File: src/kpa_pkg.sv
// kpa_pkg: shared types, widths, register codes and helpers of kmeans_pixel_assign
// no dependencies

package kpa_pkg;

    localparam int MAX_CENTERS_DEF = 16;

    localparam int COMP_W  = 20;
    localparam int PIX_W   = 8;
    localparam int POS_W   = 12;
    localparam int SLOT_W  = 4;
    localparam int OUT_W   = 8;
    localparam int SCALE_W = 16;
    localparam int INVC_W  = 24;
    localparam int NUMC_W  = 5;
    localparam int CFEAT_W = PIX_W + SCALE_W;
    localparam int PPROD_W = POS_W + SCALE_W;
    localparam int PFULL_W = PPROD_W + SCALE_W;
    localparam int FEAT_W  = PFULL_W - 16;
    localparam int SQ_W    = 2 * FEAT_W;
    localparam int DIST_W  = SQ_W + 3;
    localparam int RPROD_W = COMP_W + INVC_W;
    localparam int NUM_DIMS = 5;

    localparam int ADDR_W = 5;
    localparam int DATA_W = 32;

    localparam logic [NUMC_W-1:0]  NUM_CENTERS_RST = NUMC_W'(1);
    localparam logic [SCALE_W-1:0] COL_WEIGHT_RST  = SCALE_W'(256);
    localparam logic [INVC_W-1:0]  INV_COLOR_RST   = INVC_W'(65536);
    localparam logic [SCALE_W-1:0] POS_WEIGHT_RST  = SCALE_W'(256);
    localparam logic [SCALE_W-1:0] INV_WIDTH_RST   = SCALE_W'(102);
    localparam logic [SCALE_W-1:0] INV_HEIGHT_RST  = SCALE_W'(137);

    localparam logic OP_LOAD  = 1'b0;
    localparam logic OP_PIXEL = 1'b1;

    typedef enum logic [2:0] {
        REG_NUM_CENTERS,
        REG_COL_WEIGHT,
        REG_INV_COL_WEIGHT,
        REG_POS_WEIGHT,
        REG_INV_WIDTH,
        REG_INV_HEIGHT
    } kpa_reg_t;

    typedef struct packed {
        logic              op;
        logic [SLOT_W-1:0] center_slot;
        logic [COMP_W-1:0] center_blue;
        logic [COMP_W-1:0] center_green;
        logic [COMP_W-1:0] center_red;
        logic [COMP_W-1:0] center_xpos;
        logic [COMP_W-1:0] center_ypos;
        logic [PIX_W-1:0]  pixel_blue;
        logic [PIX_W-1:0]  pixel_green;
        logic [PIX_W-1:0]  pixel_red;
        logic [POS_W-1:0]  pixel_column;
        logic [POS_W-1:0]  pixel_row;
    } kpa_item_t;

    typedef struct packed {
        logic [SLOT_W-1:0] best_center;
        logic [OUT_W-1:0]  seg_blue;
        logic [OUT_W-1:0]  seg_green;
        logic [OUT_W-1:0]  seg_red;
    } kpa_result_t;

    typedef struct packed {
        logic [COMP_W-1:0] blue;
        logic [COMP_W-1:0] green;
        logic [COMP_W-1:0] red;
        logic [COMP_W-1:0] xpos;
        logic [COMP_W-1:0] ypos;
    } kpa_center_t;

    typedef struct packed {
        logic              en;
        logic [SLOT_W-1:0] slot;
        kpa_center_t       center;
    } kpa_load_t;

    typedef struct packed {
        logic [FEAT_W-1:0] blue;
        logic [FEAT_W-1:0] green;
        logic [FEAT_W-1:0] red;
        logic [FEAT_W-1:0] xpos;
        logic [FEAT_W-1:0] ypos;
    } kpa_feat_t;

    typedef struct packed {
        logic              valid;
        logic [DIST_W-1:0] sqdist;
        logic [COMP_W-1:0] blue;
        logic [COMP_W-1:0] green;
        logic [COMP_W-1:0] red;
    } kpa_token_t;

    function automatic logic [FEAT_W-1:0] abs_diff(logic [FEAT_W-1:0] f, logic [COMP_W-1:0] c);
        logic [FEAT_W-1:0] ce;
        ce = FEAT_W'(c);
        return (f >= ce) ? (f - ce) : (ce - f);
    endfunction

    // round half to even, saturate to 255
    function automatic logic [OUT_W-1:0] round_sat(logic [RPROD_W-1:0] v);
        logic [COMP_W-1:0] q;
        logic [23:0]       r;
        logic              up;
        logic [COMP_W:0]   q1;
        q  = v[RPROD_W-1:24];
        r  = v[23:0];
        up = (r > 24'h800000) || ((r == 24'h800000) && q[0]);
        q1 = (COMP_W+1)'(q) + (COMP_W+1)'(up);
        return (q1 > (COMP_W+1)'(255)) ? OUT_W'(255) : q1[OUT_W-1:0];
    endfunction

endpackage

File: src/kpa_feature.sv
// kpa_feature: two-stage feature builder, scaled color and normalized position
// depends on kpa_pkg

module kpa_feature
(
    input  logic                          clk,
    input  kpa_pkg::kpa_item_t            pix,
    input  logic [kpa_pkg::SCALE_W-1:0]   col_weight,
    input  logic [kpa_pkg::SCALE_W-1:0]   pos_weight,
    input  logic [kpa_pkg::SCALE_W-1:0]   inv_width,
    input  logic [kpa_pkg::SCALE_W-1:0]   inv_height,
    output kpa_pkg::kpa_feat_t            feat
);

    logic [kpa_pkg::CFEAT_W-1:0] cb_reg, cg_reg, cr_reg;
    logic [kpa_pkg::PPROD_W-1:0] xp_reg, yp_reg;
    kpa_pkg::kpa_feat_t          feat_reg;
    logic [kpa_pkg::PFULL_W-1:0] xfull, yfull;

    always_ff @(posedge clk)
    begin
        cb_reg <= kpa_pkg::CFEAT_W'(pix.pixel_blue)  * kpa_pkg::CFEAT_W'(col_weight);
        cg_reg <= kpa_pkg::CFEAT_W'(pix.pixel_green) * kpa_pkg::CFEAT_W'(col_weight);
        cr_reg <= kpa_pkg::CFEAT_W'(pix.pixel_red)   * kpa_pkg::CFEAT_W'(col_weight);
        xp_reg <= kpa_pkg::PPROD_W'(pix.pixel_column) * kpa_pkg::PPROD_W'(inv_width);
        yp_reg <= kpa_pkg::PPROD_W'(pix.pixel_row)    * kpa_pkg::PPROD_W'(inv_height);
    end

    // rounding half up from 24 to 8 fraction bits
    always_comb
    begin
        xfull = kpa_pkg::PFULL_W'(xp_reg) * kpa_pkg::PFULL_W'(pos_weight)
              + kpa_pkg::PFULL_W'(32'h8000);
        yfull = kpa_pkg::PFULL_W'(yp_reg) * kpa_pkg::PFULL_W'(pos_weight)
              + kpa_pkg::PFULL_W'(32'h8000);
    end

    always_ff @(posedge clk)
    begin
        feat_reg.blue  <= kpa_pkg::FEAT_W'(cb_reg);
        feat_reg.green <= kpa_pkg::FEAT_W'(cg_reg);
        feat_reg.red   <= kpa_pkg::FEAT_W'(cr_reg);
        feat_reg.xpos  <= xfull[kpa_pkg::PFULL_W-1:16];
        feat_reg.ypos  <= yfull[kpa_pkg::PFULL_W-1:16];
    end

    assign feat = feat_reg;

endmodule

File: config.mk
export PLATFORM = sky130hd
export DESIGN_NAME = kpa_feature
export DESIGN_NICKNAME = d
export VERILOG_FILES = /design/src/kpa_pkg.sv /design/src/kpa_feature.sv
export SDC_FILE = /design/constraint.sdc
export NUM_CORES = 2
export LEC_CHECK = 0
export CAP_MARGIN = 10
export CORE_MARGIN = 5
export CORE_UTILIZATION = 45
export CTS_CLUSTER_SIZE = 28
export DETAILED_ROUTE_END_ITERATION = 8
export DONT_BUFFER_PORTS = 1
export GPL_ROUTABILITY_DRIVEN = 0
export SLEW_MARGIN = 5
export SYNTH_ARGS = -nofsm -noshare
export SYNTH_HDL_FRONTEND = slang
export SYNTH_SLANG_ARGS = --single-unit
export TNS_END_PERCENT = 1
File: constraint.sdc
create_clock -name clk -period 8.9 [get_ports clk]
set_clock_uncertainty 0.15 [all_clocks]
set_input_delay 0.89 -clock clk [delete_from_list [all_inputs] [get_ports clk]]
set_output_delay 0.89 -clock clk [all_outputs]
set_load 0.01 [all_outputs]
==> results by group <==
GRT
  • Number of antenna violations at the first check in global routing: 3
  • Met3 Usage GRT: 0.0360
  • Global routing usage summed across all routing layers: 0.209
  • Vias in the first global route: 43300
  • Met2 Track Usage GR: 0.381
  • Pin count of the biggest net entering global routing: 57
  • Grt peak-use layer: met2
  • Remaining Overflow, GRT: 0
  • First-pass GRT wire length: 223000 µm
  • Met1 Track Usage GR: 0.255

Layout
  • Area of the multi-input gates: 45100 µm²
  • Number of nets in the layout: 8019
  • Area growth syn-to-layout: 4.25%
  • Largest register FFs: 128
  • Sequential cell area: 5120 µm²
  • Number of antenna diodes: 0
  • Final instance area: 59000 µm²
  • Fill cell count: 12100
  • Layout cells sized above 1: 0.0152

Logic synthesis
  • Top post-synthesis cells by area: fa_1, ha_1, inv_1
  • Register area share after synthesis: 0.0905
  • Netlist area before placement: 56600 µm²
  • Post-synthesis sequential element count: 256
  • Area share of the leading cell type in the synthesized netlist: 0.443
  • Synth warn: 0
  • Average cell area after synthesis: 9.09 µm²
  • Number of enable flip-flop cells after synthesis: 0
  • Share of async-settable or async-resettable flops after synthesis: 0
  • Post-synth top area cell: fa_1
  • Number of instances in the synthesized netlist: 6225
  • Top_reg_cell synth: dfxtp_1
  • Cell variety after synth: 65

Route
  • Total vias in the final route: 39200
  • Violation count after the first detailed-route iteration: 1486
  • Routed wire per std cell: 17.3 µm
  • Post-route DRC violation count: 0
  • Average vias per placed instance: 5.09
  • Antenna Violating Nets Remaining: 0
  • Drt pass-1 iters: 5
  • Post-detailed-routing wire length: 133000 µm

Worst setup path
  • Register-to-Register Setup Slack: 1.40 ns
  • Origin of the critical flop-to-flop path: xp_reg[11]
  • Crit Path Class: flip-flop to flip-flop
  • Worst Setup End Kind: flip-flop
  • Critical Path Fanout Max: 16
  • Kind of start point of the critical path: flip-flop
  • Arrival @ worst endpoint: 7.81 ns
  • Slowest Stage Delay on Critical Path: 0.94 ns
  • Crit. Startpoint: xp_reg[11]
  • Number of cells traversed by the worst register-to-register path: 21
  • Required time reported for the critical path endpoint: 9.20 ns
  • Worst setup path endpoint: feat[41]
  • CP Cell Sequence: and2_1 -> fa_1 -> inv_1 -> fa_1 -> fa_1 -> inv_1 -> fa_1 -> fa_1 -> inv_1 -> fa_1 -> inv_1 -> ha_1 -> a211oi_1 -> o211ai_1 -> a221o_1 -> a21oi_1 -> o21ai_0 -> a31oi_1 -> inv_1 -> a31o_2 -> xor2_1
  • Most used cell, CP: fa_1
  • Worst R2R End: feat[41]
  • Highest-delay cell along the critical path: dfxtp_1

Clock network
  • Maximum level of the CTS H-tree: 2
  • Clk pin slew, worst setup/hold paths: 0.07 ns
  • Clock Sink Count: 256
  • Maximum buffer depth of the clock tree: 3
  • Post_cts resized: 0
  • CTS tree: yes
  • Number of hold buffers added after CTS: 0
  • Source-to-sink clock delay at the later pin of the worst-skew pair: 0.60 ns
  • Post-CTS Repair Setup Buffers: 0
  • CTS Root Cell: clkbuf_16
  • Clock buffers created by TritonCTS: 38

STA
  • Max Clk Rate: 133 MHz
  • Final-layout setup total negative slack: 0 ns
  • Max transition margin: 0.354
  • Unrepaired setup endpoints after global routing: no
  • Portion of the clock cycle consumed by the worst path in the final layout: 0.843
  • Fin. Hold Viols: 0
  • Number of failing setup endpoints in the final timing report: 0
  • Slew at the pin closest to its max-slew limit: 0.967 ns
  • Min Tclk post-route: 7.50 ns
  • Worst hold margin: 0.156 ns
  • Count of final max-slew check failures: 0

Floorplanning
  • Number of I/O pins: 358
  • Y dimension of the die: 365 µm
  • Initial core utilization: 0.452
  • Die Outline Area: 133000 µm²
  • Area of the core: 125000 µm²
  • Die Width: 365 µm
  • Site Rows: 130

Min path
  • Worst Min Path Start: cg_reg[11]
  • Path category of the worst min-delay check: flip-flop to flip-flop

Placement
  • Input/output buffers: 0
  • HPWL Detailed: 101000 µm
  • Total cell area at the placement stage: 57700 µm²

Status
  • Run status: complete, no violations

Job
  • Maxcap violations: 0
## worst max-delay path: cells and delay by family, from the launching register on
family,cells,cell delay (ns)
buffers and inverters,5,0.35
adders and majority gates,7,3.18
DFF,1,0.94
AOI/OAI and AO/OA,7,2.25
xor gates and xnor gates,1,0.26
and+or+nand+nor,1,0.26
## synthesized netlist by cell type (3+ instances only)
| library cell | count |
|---|---|
| o211ai_1 | 5 |
| buf_4 | 12 |
| a21boi_0 | 3 |
| nand3_1 | 26 |
| a21o_1 | 73 |
| and4_1 | 5 |
| a221o_1 | 3 |
| a221oi_1 | 4 |
| o31a_1 | 7 |
| nor2b_1 | 21 |
| nand2_1 | 1018 |
| or3_1 | 9 |
| o21bai_1 | 13 |
| and2_1 | 715 |
| o21a_1 | 25 |
| a31o_2 | 4 |
| a211oi_1 | 16 |
| o21ai_0 | 52 |
| xnor2_1 | 104 |
| a41oi_1 | 4 |
| a2111oi_0 | 5 |
| a21oi_1 | 115 |
| a31oi_1 | 13 |
| ha_1 | 538 |
| xor2_1 | 45 |
| dfxtp_1 | 256 |
| and3_1 | 21 |
| nand4_1 | 10 |
| nor3_1 | 26 |
| fa_1 | 1254 |
| inv_1 | 1418 |
| a311oi_1 | 4 |
| clkbuf_1 | 265 |
| nor4_1 | 3 |
| nor2_1 | 80 |
| nand2b_1 | 18 |
## routing by layer
layer	up-vias	wire length (µm)
li1	17800	-
met1	20400	53000
met2	787	68800
met3	205	7070
met4	0	3910
met5	-	0
## cells in the final DEF (no fill, tap or decap), types with 13 or more instances in the layout
master,n
a211oi_1,16
a21o_1,73
a21oi_1,115
a31oi_1,13
and2_1,715
and3_1,21
clkbuf_16,38
dfxtp_1,256
fa_1,1254
ha_1,538
inv_1,1418
nand2_1,1018
nand2b_1,18
nand3_1,26
nor2_1,80
nor2b_1,21
nor3_1,26
o21a_1,25
o21ai_0,52
o21bai_1,13
xnor2_1,104
xor2_1,45
## stage by stage
| step | worst slack (ns) | utilization | std cells |
|---|---|---|---|
| final | 1.40 | 0.471 | 7688 |
| after global routing | 1.06 | 0.471 | 7688 |
| after CTS | 1.43 | 0.471 | 7688 |
| after detailed placement | 1.40 | 0.461 | 7619 |
| after global placement | 1.40 | 0.461 | 7619 |
| after floorplan | 1.91 | - | 6236 |
## worst min path at each step
stage	to	slack [ns]	cells after the start
after global routing	feat[96]	0.16	0
final	feat[95]	0.16	0
after global placement	feat[75]	0.16	0
after CTS	feat[95]	0.16	0
after floorplan	feat[100]	0.16	0
after detailed placement	feat[132]	0.16	0
## final cells by class
| cell class | count | share of cell area |
|---|---|---|
| multi-input cells | 4284 | 0.764 |
| inverters | 1418 | 0.0902 |
| flip-flops and latches | 256 | 0.0868 |
| well taps | 1650 | 0.0350 |
| clock buffers | 43 | 0.0168 |
| clock inverters | 26 | 0.00541 |
| repair buffers | 11 | 0.00140 |
## cell families (layout without fill, tap and decap cells)
kind of cell             count (synthesis)  after routing  synth area share
adder cells (fa/ha/maj)               1792           1792             0.562
other                                    1             12         0.0000662
flip-flops                             256            256            0.0905
XOR/XNOR                               149            149            0.0231
AND/OR/NAND/NOR                       1959           1959             0.167
AO/OA/AOI/OAI                          372            372            0.0435
buffers and inverters                 1696           1498             0.113
Power is not shown: default switching activity piles up to over one toggle a cycle in this logic, so the estimate is an artifact.
